[config.mk]
export PLATFORM = sky130hd
export DESIGN_NAME = fermat_factor_split
export DESIGN_NICKNAME = d
export VERILOG_FILES = /design/src/sv/ffs_pkg.sv /design/src/sv/fermat_factor_split.sv /design/src/sv/ffs_datapath.sv /design/src/sv/ffs_ctrl.sv
export VERILOG_INCLUDE_DIRS = /design/src /design/src/sv
export SDC_FILE = /design/constraint.sdc
export NUM_CORES = 1
export LEC_CHECK = 0
export ABC_CLOCK_PERIOD_IN_PS = 10350
export BUFFER_PORTS_ARGS = -buffer_cell sky130_fd_sc_hd__buf_2
export CORE_ASPECT_RATIO = 0.6
export CORE_MARGIN = 2
export CORE_UTILIZATION = 30
export DETAILED_ROUTE_END_ITERATION = 8
export SLEW_MARGIN = 10
export SYNTH_ARGS = -nofsm -noshare
export SYNTH_HDL_FRONTEND = slang
export SYNTH_SLANG_ARGS = --single-unit
[constraint.sdc]
create_clock -name aclk -period 10.35 [get_ports aclk]
set_input_delay 1.035 -clock aclk [delete_from_list [all_inputs] [get_ports aclk]]
set_output_delay 1.035 -clock aclk [all_outputs]
set_load 0.01 [all_outputs]
[src/sv/fermat_factor_split_defines.svh]
// Assertion helpers used by the RTL controller.
`ifndef FERMAT_FACTOR_SPLIT_DEFINES_SVH
`define FERMAT_FACTOR_SPLIT_DEFINES_SVH

// Same-cycle implication, disabled while reset is asserted.
`define FFS_ASSERT_NOW(label, clk, rstn, ante, cons, msg) \
    label: assert property (@(posedge clk) disable iff (!rstn) (ante) |-> (cons)) \
        else $error(msg);

// Next-cycle implication, disabled while reset is asserted.
`define FFS_ASSERT_NEXT(label, clk, rstn, ante, cons, msg) \
    label: assert property (@(posedge clk) disable iff (!rstn) (ante) |=> (cons)) \
        else $error(msg);

`endif

[src/sv/ffs_pkg.sv]
package ffs_pkg;

    localparam int NUM_W   = 32;  // input number
    localparam int LARGE_W = 31;  // larger factor
    localparam int SMALL_W = 30;  // smaller factor
    localparam int DIV_W   = 31;  // positive dividend, sign bit dropped
    localparam int ROOT_W  = 16;  // floor(sqrt(2^31 - 1)) fits in 16 bits
    localparam int REM_W   = ROOT_W;
    localparam int CNT_W   = 5;   // counts up to DIV_W - 1

    typedef struct packed {
        logic load_in;    // capture number, set up trivial result and root search
        logic sqrt_step;  // one root bit
        logic res_prime;  // divisor ran down to one: (N, 1)
        logic start_div;  // begin N / b
        logic div_step;   // one quotient bit
        logic res_found;  // exact divisor: (N / b, b)
        logic dec_b;      // next candidate divisor
        logic load_out;   // move result into the output register
    } ffs_cmd_t;

    typedef struct packed {
        logic trivial;    // input is rejected or even, no search needed
        logic cnt_zero;   // last root bit or last quotient bit
        logic b_le1;      // candidate divisor is one
        logic rem_zero;   // division left no remainder
    } ffs_sts_t;

endpackage

[src/sv/fermat_factor_split.sv]
// Rejected or even numbers go from the input transaction straight to the done state and m_valid.
// Odd numbers: a 16-bit square root (one bit/cycle), then per candidate divisor a check,
//   a 31-bit restoring division and an evaluate step, then a load into the output register.
// Primes take up to about 46340 candidates; one item in flight at a time.
// Reset: aresetn synchronous, active low; clears controller state and m_valid.
module fermat_factor_split (
    input  logic                           aclk,
    input  logic                           aresetn,
    input  logic                           s_valid,
    output logic                           s_ready,
    input  logic [ffs_pkg::NUM_W-1:0]      s_number,
    output logic                           m_valid,
    input  logic                           m_ready,
    output logic [ffs_pkg::LARGE_W-1:0]    m_factor_large,
    output logic [ffs_pkg::SMALL_W-1:0]    m_factor_small,
    output logic                           m_rejected
);
    import ffs_pkg::*;

    // Fermat's first hit equals the pair whose small factor is the largest
    // divisor not above floor(sqrt(N)); the datapath finds that divisor by
    // counting down from the root and dividing each candidate.
    ffs_cmd_t cmd;
    ffs_sts_t sts;

    // Sequencer: idle -> root search -> (check -> divide -> evaluate)* -> done; trivial inputs skip to done.
    // The output register lets a new transaction start while a result waits.
    ffs_ctrl u_ctrl (
        .aclk    (aclk),
        .aresetn (aresetn),
        .s_valid (s_valid),
        .s_ready (s_ready),
        .m_valid (m_valid),
        .m_ready (m_ready),
        .sts     (sts),
        .cmd     (cmd)
    );

    // Shared root/divisor register, bit-serial root and quotient units,
    // result staging and output payload registers.
    ffs_datapath u_datapath (
        .aclk           (aclk),
        .s_number       (s_number),
        .cmd            (cmd),
        .sts            (sts),
        .m_factor_large (m_factor_large),
        .m_factor_small (m_factor_small),
        .m_rejected     (m_rejected)
    );

endmodule

[src/sv/ffs_datapath.sv]
module ffs_datapath (
    input  logic                           aclk,
    input  logic [ffs_pkg::NUM_W-1:0]      s_number,
    input  ffs_pkg::ffs_cmd_t              cmd,
    output ffs_pkg::ffs_sts_t              sts,
    output logic [ffs_pkg::LARGE_W-1:0]    m_factor_large,
    output logic [ffs_pkg::SMALL_W-1:0]    m_factor_small,
    output logic                           m_rejected
);
    import ffs_pkg::*;

    logic [DIV_W-1:0]   n_reg;
    logic [ROOT_W-1:0]  root_reg;     // root during search, then divisor candidate b
    logic [CNT_W-1:0]   cnt_reg;
    logic [REM_W-1:0]   rem_reg;
    logic [DIV_W-1:0]   quo_reg;
    logic [LARGE_W-1:0] res_large_reg;
    logic [SMALL_W-1:0] res_small_reg;
    logic               res_rej_reg;
    logic [LARGE_W-1:0] out_large_reg;
    logic [SMALL_W-1:0] out_small_reg;
    logic               out_rej_reg;

    logic               in_rej;
    logic [ROOT_W-1:0]  trial;
    logic [2*ROOT_W-1:0] trial_sq;
    logic [REM_W:0]     rem_sh;
    logic [REM_W:0]     rem_diff;
    logic               div_ge;
    logic [REM_W-1:0]   rem_next;
    logic [DIV_W-1:0]   quo_next;

    assign in_rej = (s_number == '0) || s_number[NUM_W-1];

    // square root: set one bit, keep it if trial^2 still fits
    assign trial    = root_reg | (ROOT_W'(1) << cnt_reg[$clog2(ROOT_W)-1:0]);
    assign trial_sq = (2*ROOT_W)'(trial) * (2*ROOT_W)'(trial);

    // restoring division, one quotient bit per cycle
    assign rem_sh   = {rem_reg, quo_reg[DIV_W-1]};
    assign div_ge   = rem_sh >= {1'b0, root_reg};
    assign rem_diff = rem_sh - {1'b0, root_reg};
    assign rem_next = div_ge ? rem_diff[REM_W-1:0] : rem_sh[REM_W-1:0];
    assign quo_next = {quo_reg[DIV_W-2:0], div_ge};

    always_ff @(posedge aclk) begin
        if (cmd.load_in) begin
            n_reg         <= s_number[DIV_W-1:0];
            root_reg      <= '0;
            cnt_reg       <= CNT_W'(ROOT_W - 1);
            res_rej_reg   <= in_rej;
            res_large_reg <= in_rej ? '0 : LARGE_W'(2);
            res_small_reg <= in_rej ? '0 : s_number[SMALL_W:1];
        end
        if (cmd.sqrt_step) begin
            if (trial_sq <= {1'b0, n_reg}) begin
                root_reg <= trial;
            end
            cnt_reg <= cnt_reg - CNT_W'(1);
        end
        if (cmd.res_prime) begin
            res_large_reg <= n_reg;
            res_small_reg <= SMALL_W'(1);
        end
        if (cmd.start_div) begin
            rem_reg <= '0;
            quo_reg <= n_reg;
            cnt_reg <= CNT_W'(DIV_W - 1);
        end
        if (cmd.div_step) begin
            rem_reg <= rem_next;
            quo_reg <= quo_next;
            cnt_reg <= cnt_reg - CNT_W'(1);
        end
        if (cmd.res_found) begin
            res_large_reg <= quo_reg;
            res_small_reg <= SMALL_W'(root_reg);
        end
        if (cmd.dec_b) begin
            root_reg <= root_reg - ROOT_W'(1);
        end
        if (cmd.load_out) begin
            out_large_reg <= res_large_reg;
            out_small_reg <= res_small_reg;
            out_rej_reg   <= res_rej_reg;
        end
    end

    assign sts.trivial  = in_rej || !s_number[0];
    assign sts.cnt_zero = (cnt_reg == '0);
    assign sts.b_le1    = (root_reg <= ROOT_W'(1));
    assign sts.rem_zero = (rem_reg == '0);

    assign m_factor_large = out_large_reg;
    assign m_factor_small = out_small_reg;
    assign m_rejected     = out_rej_reg;

endmodule

[src/sv/ffs_ctrl.sv]
`include "fermat_factor_split_defines.svh"

module ffs_ctrl (
    input  logic              aclk,
    input  logic              aresetn,
    input  logic              s_valid,
    output logic              s_ready,
    output logic              m_valid,
    input  logic              m_ready,
    input  ffs_pkg::ffs_sts_t sts,
    output ffs_pkg::ffs_cmd_t cmd
);
    import ffs_pkg::*;

    localparam logic [2:0] ST_IDLE  = 3'd0;
    localparam logic [2:0] ST_SQRT  = 3'd1;
    localparam logic [2:0] ST_CHECK = 3'd2;
    localparam logic [2:0] ST_DIV   = 3'd3;
    localparam logic [2:0] ST_EVAL  = 3'd4;
    localparam logic [2:0] ST_DONE  = 3'd5;

    logic [2:0] state_reg, state_next;
    logic       m_valid_reg, m_valid_next;
    logic       out_free;

    assign out_free = !m_valid_reg || m_ready;
    assign s_ready  = (state_reg == ST_IDLE);
    assign m_valid  = m_valid_reg;

    always_comb begin
        state_next = state_reg;
        cmd        = '0;
        case (state_reg)
            ST_IDLE: begin
                if (s_valid) begin
                    cmd.load_in = 1'b1;
                    state_next  = sts.trivial ? ST_DONE : ST_SQRT;
                end
            end
            ST_SQRT: begin
                cmd.sqrt_step = 1'b1;
                if (sts.cnt_zero) begin
                    state_next = ST_CHECK;
                end
            end
            ST_CHECK: begin
                if (sts.b_le1) begin
                    cmd.res_prime = 1'b1;
                    state_next    = ST_DONE;
                end else begin
                    cmd.start_div = 1'b1;
                    state_next    = ST_DIV;
                end
            end
            ST_DIV: begin
                cmd.div_step = 1'b1;
                if (sts.cnt_zero) begin
                    state_next = ST_EVAL;
                end
            end
            ST_EVAL: begin
                if (sts.rem_zero) begin
                    cmd.res_found = 1'b1;
                    state_next    = ST_DONE;
                end else begin
                    cmd.dec_b  = 1'b1;
                    state_next = ST_CHECK;
                end
            end
            ST_DONE: begin
                if (out_free) begin
                    cmd.load_out = 1'b1;
                    state_next   = ST_IDLE;
                end
            end
            default: begin
                state_next = ST_IDLE;
            end
        endcase
    end

    always_comb begin
        m_valid_next = m_valid_reg;
        if (cmd.load_out) begin
            m_valid_next = 1'b1;
        end else if (m_ready) begin
            m_valid_next = 1'b0;
        end
    end

    always_ff @(posedge aclk) begin
        if (!aresetn) begin
            state_reg   <= ST_IDLE;
            m_valid_reg <= 1'b0;
        end else begin
            state_reg   <= state_next;
            m_valid_reg <= m_valid_next;
        end
    end

    `FFS_ASSERT_NEXT(a_load_sets_valid, aclk, aresetn, (state_reg == ST_DONE) && out_free, m_valid_reg, "result load did not raise m_valid")
    `FFS_ASSERT_NEXT(a_trivial_skips, aclk, aresetn, s_valid && s_ready && sts.trivial, state_reg == ST_DONE, "trivial input did not skip search")
    `FFS_ASSERT_NEXT(a_div_ends, aclk, aresetn, (state_reg == ST_DIV) && sts.cnt_zero, state_reg == ST_EVAL, "division did not end on last bit")
    `FFS_ASSERT_NOW(a_no_overwrite, aclk, aresetn, cmd.load_out, !m_valid_reg || m_ready, "output overwritten before transaction")

endmodule

; ---- Word level (Yosys, flattened, before mapping)
; Cells that the tools add are included.
[op_classes]
magnitude_cmp = 3
bitwise = 1
shift = 1
n_reduce_logical = 15
addsub = 3
n_eq_ne = 9
muxes = 43
multipliers = 1
[ops]
columns = op, n
row1 = 16-bit two-way mux, 10
row2 = 31-bit two-way mux, 5
row3 = 32-bit by 31-bit less-or-equal comparator with 1-bit output, 1
row4 = 32-bit zero test, 1
row5 = 16-bit by 16-bit multiplier with 32-bit output, 1
row6 = 30-bit two-way mux, 1
row7 = 3-bit two-way mux, 7
row8 = 5-bit two-way mux, 4
row9 = 3-bit case mux with 6 select lines, 1
row10 = 17-bit by 16-bit >= comparator with 1-bit output, 1
row11 = 16-bit by 1-bit less-or-equal comparator with 1-bit output (second input constant), 1
row12 = 16-bit zero test, 1
row13 = 16-bit OR, 1
row14 = 1-bit by 4-bit left shift with 16-bit output (first input constant), 1
row15 = 16-bit by 1-bit subtractor with 16-bit output (second input constant), 1
row16 = 16-bit subtractor, 1
row17 = 1-bit two-way mux, 12
row18 = 3-bit by 2-bit equality test with 1-bit output (second input constant), 2
row19 = 3-bit equality test (second input constant), 2
row20 = 2-bit two-way mux, 3
row21 = 2-bit inequality test (second input constant), 3
row22 = 5-bit zero test, 1
row23 = 5-bit by 1-bit subtractor with 5-bit output (second input constant), 1
row24 = 4-bit AND reduction, 1
row25 = 9 further kinds, 13
[totals]
regBits = 227

; ---- Depth between registers and ports, before layout
[logic_depth]
ltp_word = 7
mapped_depth = 39
ltp_nobuf = 36

; ---- Hierarchy
; Synthesis repeated with hierarchy kept, for this count alone.
[unflattened]
hier_cells = 1681
hier_area_um2 = 17641.9
[modules_own_cells]
columns = mod, instances, area_per_inst_um2, cells_per_inst, seq_area_each_um2
row1 = ffs_datapath, 1, 17306.6, 1641, 6396.1
row2 = ffs_ctrl, 1, 335.3, 40, 80.1

; ---- Worst setup path before layout
; Ideal clock, no wire load.
[synth_path]
kind = flip-flop to flip-flop
start = register u_datapath.cnt_reg[2]
end = register u_datapath.root_reg[11]
stages_incl_launch_ff = 38
setup_time_ns = 0.069
path_slack_ns = 1.194
path_buffers = 3
arrival_ns = 9.087
synth_period_minus_slack_ns = 9.156
cell_sequence = edfxtp_1 -> clkbuf_1 -> nor2b_1 -> a21oi_1 -> clkinv_1 -> nand2_1 -> inv_1 -> fa_1 -> inv_1 -> fa_1 -> inv_1 -> fa_1 -> inv_1 -> fa_1 -> inv_1 -> fa_1 -> inv_1 -> fa_1 -> [2 not listed] -> a21boi_0 -> o211ai_2 -> a21oi_2 -> a21o_1 -> a21oi_1 -> o311ai_0 -> xor2_1 -> ha_1 -> nand2_1 -> or3_4 -> or4_4 -> nor4_2 -> mux2_1 -> a31oi_1 -> or4_1 -> buf_2 -> buf_6 -> o21ai_2
[synth_between]
elab_chain_len = 7
[synth_rtl]
columns = item, line_no
row1 = "start, declared", ffs_datapath.sv:14  ; logic [CNT_W-1:0] cnt_reg;
row2 = "start signal, assigned", ffs_datapath.sv:50  ; cnt_reg <= CNT_W'(ROOT_W - 1);
row3 = "start signal, assigned", ffs_datapath.sv:59  ; cnt_reg <= cnt_reg - CNT_W'(1);
row4 = "start signal, assigned", ffs_datapath.sv:68  ; cnt_reg <= CNT_W'(DIV_W - 1);
row5 = 1-bit by 4-bit left shift with 16-bit output (*), ffs_datapath.sv:36  ; assign trial = root_reg | (ROOT_W'(1) << cnt_reg[$clog2(ROOT_W)-1:0]);
row6 = 16-bit OR (*), ffs_datapath.sv:36
row7 = 16-bit by 16-bit multiplier with 32-bit output, ffs_datapath.sv:37  ; assign trial_sq = (2*ROOT_W)'(trial) * (2*ROOT_W)'(trial);
row8 = 32-bit by 31-bit less-or-equal comparator with 1-bit output, ffs_datapath.sv:56  ; if (trial_sq <= {1'b0, n_reg}) begin
row9 = 16-bit two-way mux (*), ffs_datapath.sv:56
row10 = 16-bit two-way mux (*), ffs_datapath.sv:55  ; if (cmd.sqrt_step) begin
row11 = 16-bit two-way mux (*), ffs_datapath.sv:79  ; if (cmd.dec_b) begin
row12 = "end signal, assigned", ffs_datapath.sv:57  ; root_reg <= trial;
row13 = "end signal, assigned", ffs_datapath.sv:80  ; root_reg <= root_reg - ROOT_W'(1);
row14 = "end, declared", ffs_datapath.sv:13  ; logic [ROOT_W-1:0] root_reg;
; Every way passes the cells marked *; elsewhere a longest branch is shown, timed or not.
; A chain may end at the register's enable or synchronous reset.

; ---- Worst setup path in the final report
[layout_path]
start = register u_datapath.cnt_reg[2]
end = register u_datapath.root_reg[4]
; Same word-level chain as after synthesis.

==> results.py <==
metrics = {
    "run_status": {
        "status": "completed",
    },
    "setup_path": {
        "regToRegStartpoint": "u_datapath.cnt_reg[2]$_DFFE_PP_",
        "crit_top_cell": "fa_1",
        "reg2reg_slack_ns": 0.63,
        "path_class": "reg2reg",
        "cp_max_fo": 16,
        "reg2reg_depth": 34,
        "worst_path_largest_cell_delay_ns": 0.58,
        "slowest_stage": "or4_4",
        "crit_path_end_kind": "register",
        "r2r_end": "u_datapath.root_reg[4]$_DFF_P_",
        "crit_path_start_kind": "register",
        "crit_required_ns": 10.78,
        "critical_path_arrival_ns": 10.14,
    },
    "logic_synthesis": {
        "synth_most_common_cell": "inv_1",
        "syn_nets": 2014,
        "yosysWarnings": 0,
        "netlist_top_cells_area": "edfxtp_1, fa_1, ha_1",
        "synth_top_area_cell": "edfxtp_1",
        "synth_top_area_share_pct": 32.9,
        "synthFlopType": "edfxtp_1",
        "ys_async_sr_fraction_pct": 0,
        "synth_edf_count": 193,
        "syn_area_per_cell_um2": 10.6,
        "ys_seq_area_share_pct": 36.8,
        "synth_cells": 1666,
        "yosys.cell_types.count": 70,
        "netlist_top_cells_count": "inv_1, edfxtp_1, fa_1",
        "synth_seq_cells": 227,
        "synth_area_um2": 17600,
    },
    "routing": {
        "met1Wirelength_um": 23900,
        "wl_met3_um": 4610,
        "viasPerCell": 4.99,
        "vias": 12700,
        "drc_errors": 0,
        "wirelength_um": 47500,
        "antenna_left": 0,
        "wl_met2_um": 18600,
        "wl_per_cell_um": 18.7,
        "top_layer": "met4",
        "drt-initial-drc-count": 1320,
        "first_pass_iters": 5,
    },
    "finish": {
        "syn_to_final_growth_pct": 11.7,
        "postLayoutCoreUtil_pct": 34.1,
        "diodes": 0,
        "stdcell_area_um2": 19700,
        "drive_above_1_share_pct": 12.0,
        "layout.nets": 2114,
        "n_fill_cell": 5810,
    },
    "placed_design": {
        "place.gp.congestion": 0.933,
        "io_buffer_count": 99,
        "dp_hpwl_um": 38500,
        "dpl_cell_area_um2": 19100,
    },
    "min_path": {
        "min_from": "u_datapath.res_rej_reg$_DFFE_PP_",
        "hold_path_class": "reg2reg",
        "whs_path_depth": 0,
        "hold_end": "u_datapath.m_rejected$_DFFE_PP_",
    },
    "clocking": {
        "root_buffer": "clkbuf_16",
        "cts_tree": "yes",
        "cts_hold_buffers": 0,
        "ctsResizeCount": 0,
        "post_cts_buffers": 0,
        "cts.sinks": 227,
        "cts_buffers": 19,
        "worst_skew_pair.late_latency_ns": 0.51,
        "cts_max_level": 1,
        "clockBufferDepth": 3,
        "clkTransAtPathRegs_ns": 0.08,
    },
    "global_route": {
        "overflow": 0,
        "antenna_found_initial": 0,
        "grt_pass1_vias": 12600,
        "grt_use_total_pct": 15.9,
        "grt_pass1_wl_um": 74300,
        "grt_start_max_net_pins": 63,
    },
    "sta": {
        "slew_violations": 0,
        "max_freq_mhz": 103,
        "setup_viol": 0,
        "finClkSkew_ns": 0.0107,
        "setup_tns_ns": 0,
        "timing.hold.ws_ns": 0.418,
        "rsz0062_at_grt": "no",
        "hold_viol_final": 0,
        "tightest_slew_ns": 1.16,
        "slew_headroom_pct": 22.4,
        "finalCriticalPeriod_ns": 9.72,
        "min_period_over_period_pct": 93.9,
    },
    "job": {
        "drv_cap": 0,
    },
    "floorplan": {
        "boundaryPins": 100,
        "die_width_um": 317,
        "fp-row-count": 68,
        "dieArea_um2": 60600,
        "fp.dieH_um": 192,
        "start_util_pct": 30.5,
        "core_region_area_um2": 57700,
    },
    "power_and_ir_drop": {
        "vdd_drop_max_mv": 0.173,
        "p_sw_uw": 3260,
        "p_sw_share_pct": 49.5,
        "p_comb_share_pct": 66.9,
        "pwr-share-seq_pct": 22.6,
        "internal-power_uw": 3330,
        "p_leak_uw": 0.00874,
        "clkPwrFrac_pct": 10.5,
        "powerDensity_nw_per_um2": 335,
    },
}
-- final cells by class --
cell class / count / area, um^2 / area share (%)
multi-input cells: 1097 / 9840 / 50.1
inverters: 294 / 1100 / 5.62
clock buffers: 25 / 498 / 2.53
clock inverters: 7 / 58.8 / 0.299
well taps: 770 / 963 / 4.90
repair buffers: 127 / 706 / 3.59
flip-flops and latches: 227 / 6480 / 33.0
-- how the worst max path moves through the flow --
stage,from,end
after CTS,u_datapath.cnt_reg[0]$_DFFE_PP_,u_datapath.root_reg[4]$_DFF_P_
final,u_datapath.cnt_reg[2]$_DFFE_PP_,u_datapath.root_reg[4]$_DFF_P_
after floorplan,u_datapath.cnt_reg[2]$_DFFE_PP_,u_datapath.root_reg[11]$_DFF_P_
after global placement,u_datapath.cnt_reg[3]$_DFFE_PP_,u_datapath.root_reg[4]$_DFF_P_
after detailed placement,u_datapath.cnt_reg[0]$_DFFE_PP_,u_datapath.root_reg[10]$_DFF_P_
after global routing,u_datapath.cnt_reg[2]$_DFFE_PP_,u_datapath.root_reg[10]$_DFF_P_
-- routing by layer --
metal,vias up,track usage (%)
met5,-,0
met4,0,1.67
met3,36,3.97
met2,452,21.5
met1,6382,25.7
li1,5842,-
-- power groups by stage --
stage               combinational, uW  clock, uW  sequential, uW
floorplan                        3150          0            1420
global route                     4970        745            1510
finish                           4410        692            1490
global placement                 4230          0            1500
detailed placement               4320          0            1500
CTS                              4370        707            1480
-- logic make-up (layout without fill, tap and decap cells) --
family                   count (synthesis)  after routing  synth area share [%]
AO/OA/AOI/OAI                          266            266                  10.3
XOR/XNOR                                51             51                  2.54
adder cells (fa/ha/maj)                313            313                  29.2
buffers and inverters                  342            453                  7.39
flip-flops                             227            227                  36.8
multiplexers                            43             43                  2.67
AND/OR/NAND/NOR                        424            424                  11.1
-- placed cells by master (no fill, tap or decap), types with 30 or more instances in the layout --
cell	Yosys	final
nand2_1	145	141
dfxtp_1	34	34
ha_1	149	149
a22o_1	45	45
mux2_2	30	30
xnor2_1	39	39
edfxtp_1	193	193
fa_1	163	163
nand3_1	38	38
inv_1	288	288
buf_2	4	99
o21ai_0	39	39
a21oi_1	81	81
nor2_1	128	126
-- critical path: cells and delay by family, from the launching register on --
kind / cells / cell delay [ns]
adders and majority gates: 8 / 3.51
and+or+nand+nor: 11 / 3.08
DFF: 1 / 0.55
AOI/OAI and AO/OA: 7 / 1.49
muxes: 1 / 0.16
buffers and inverters: 5 / 0.51
xor gates and xnor gates: 2 / 0.33
-- metrics by stage --
| step | std cells | setup slack (ns) | total power (uW) |
|---|---|---|---|
| 6_report | 2547 | 0.633 | 6590 |
| 5_1_grt | 2547 | 0.164 | 7220 |
| 4_1_cts | 2547 | 0.370 | 6550 |
| 3_5_place_dp | 2515 | 0.438 | 5820 |
| 3_3_place_gp | 2515 | 0.688 | 5720 |
| 2_1_floorplan | 1666 | 1.19 | 4560 |
Power figures use the tool's default switching activity.
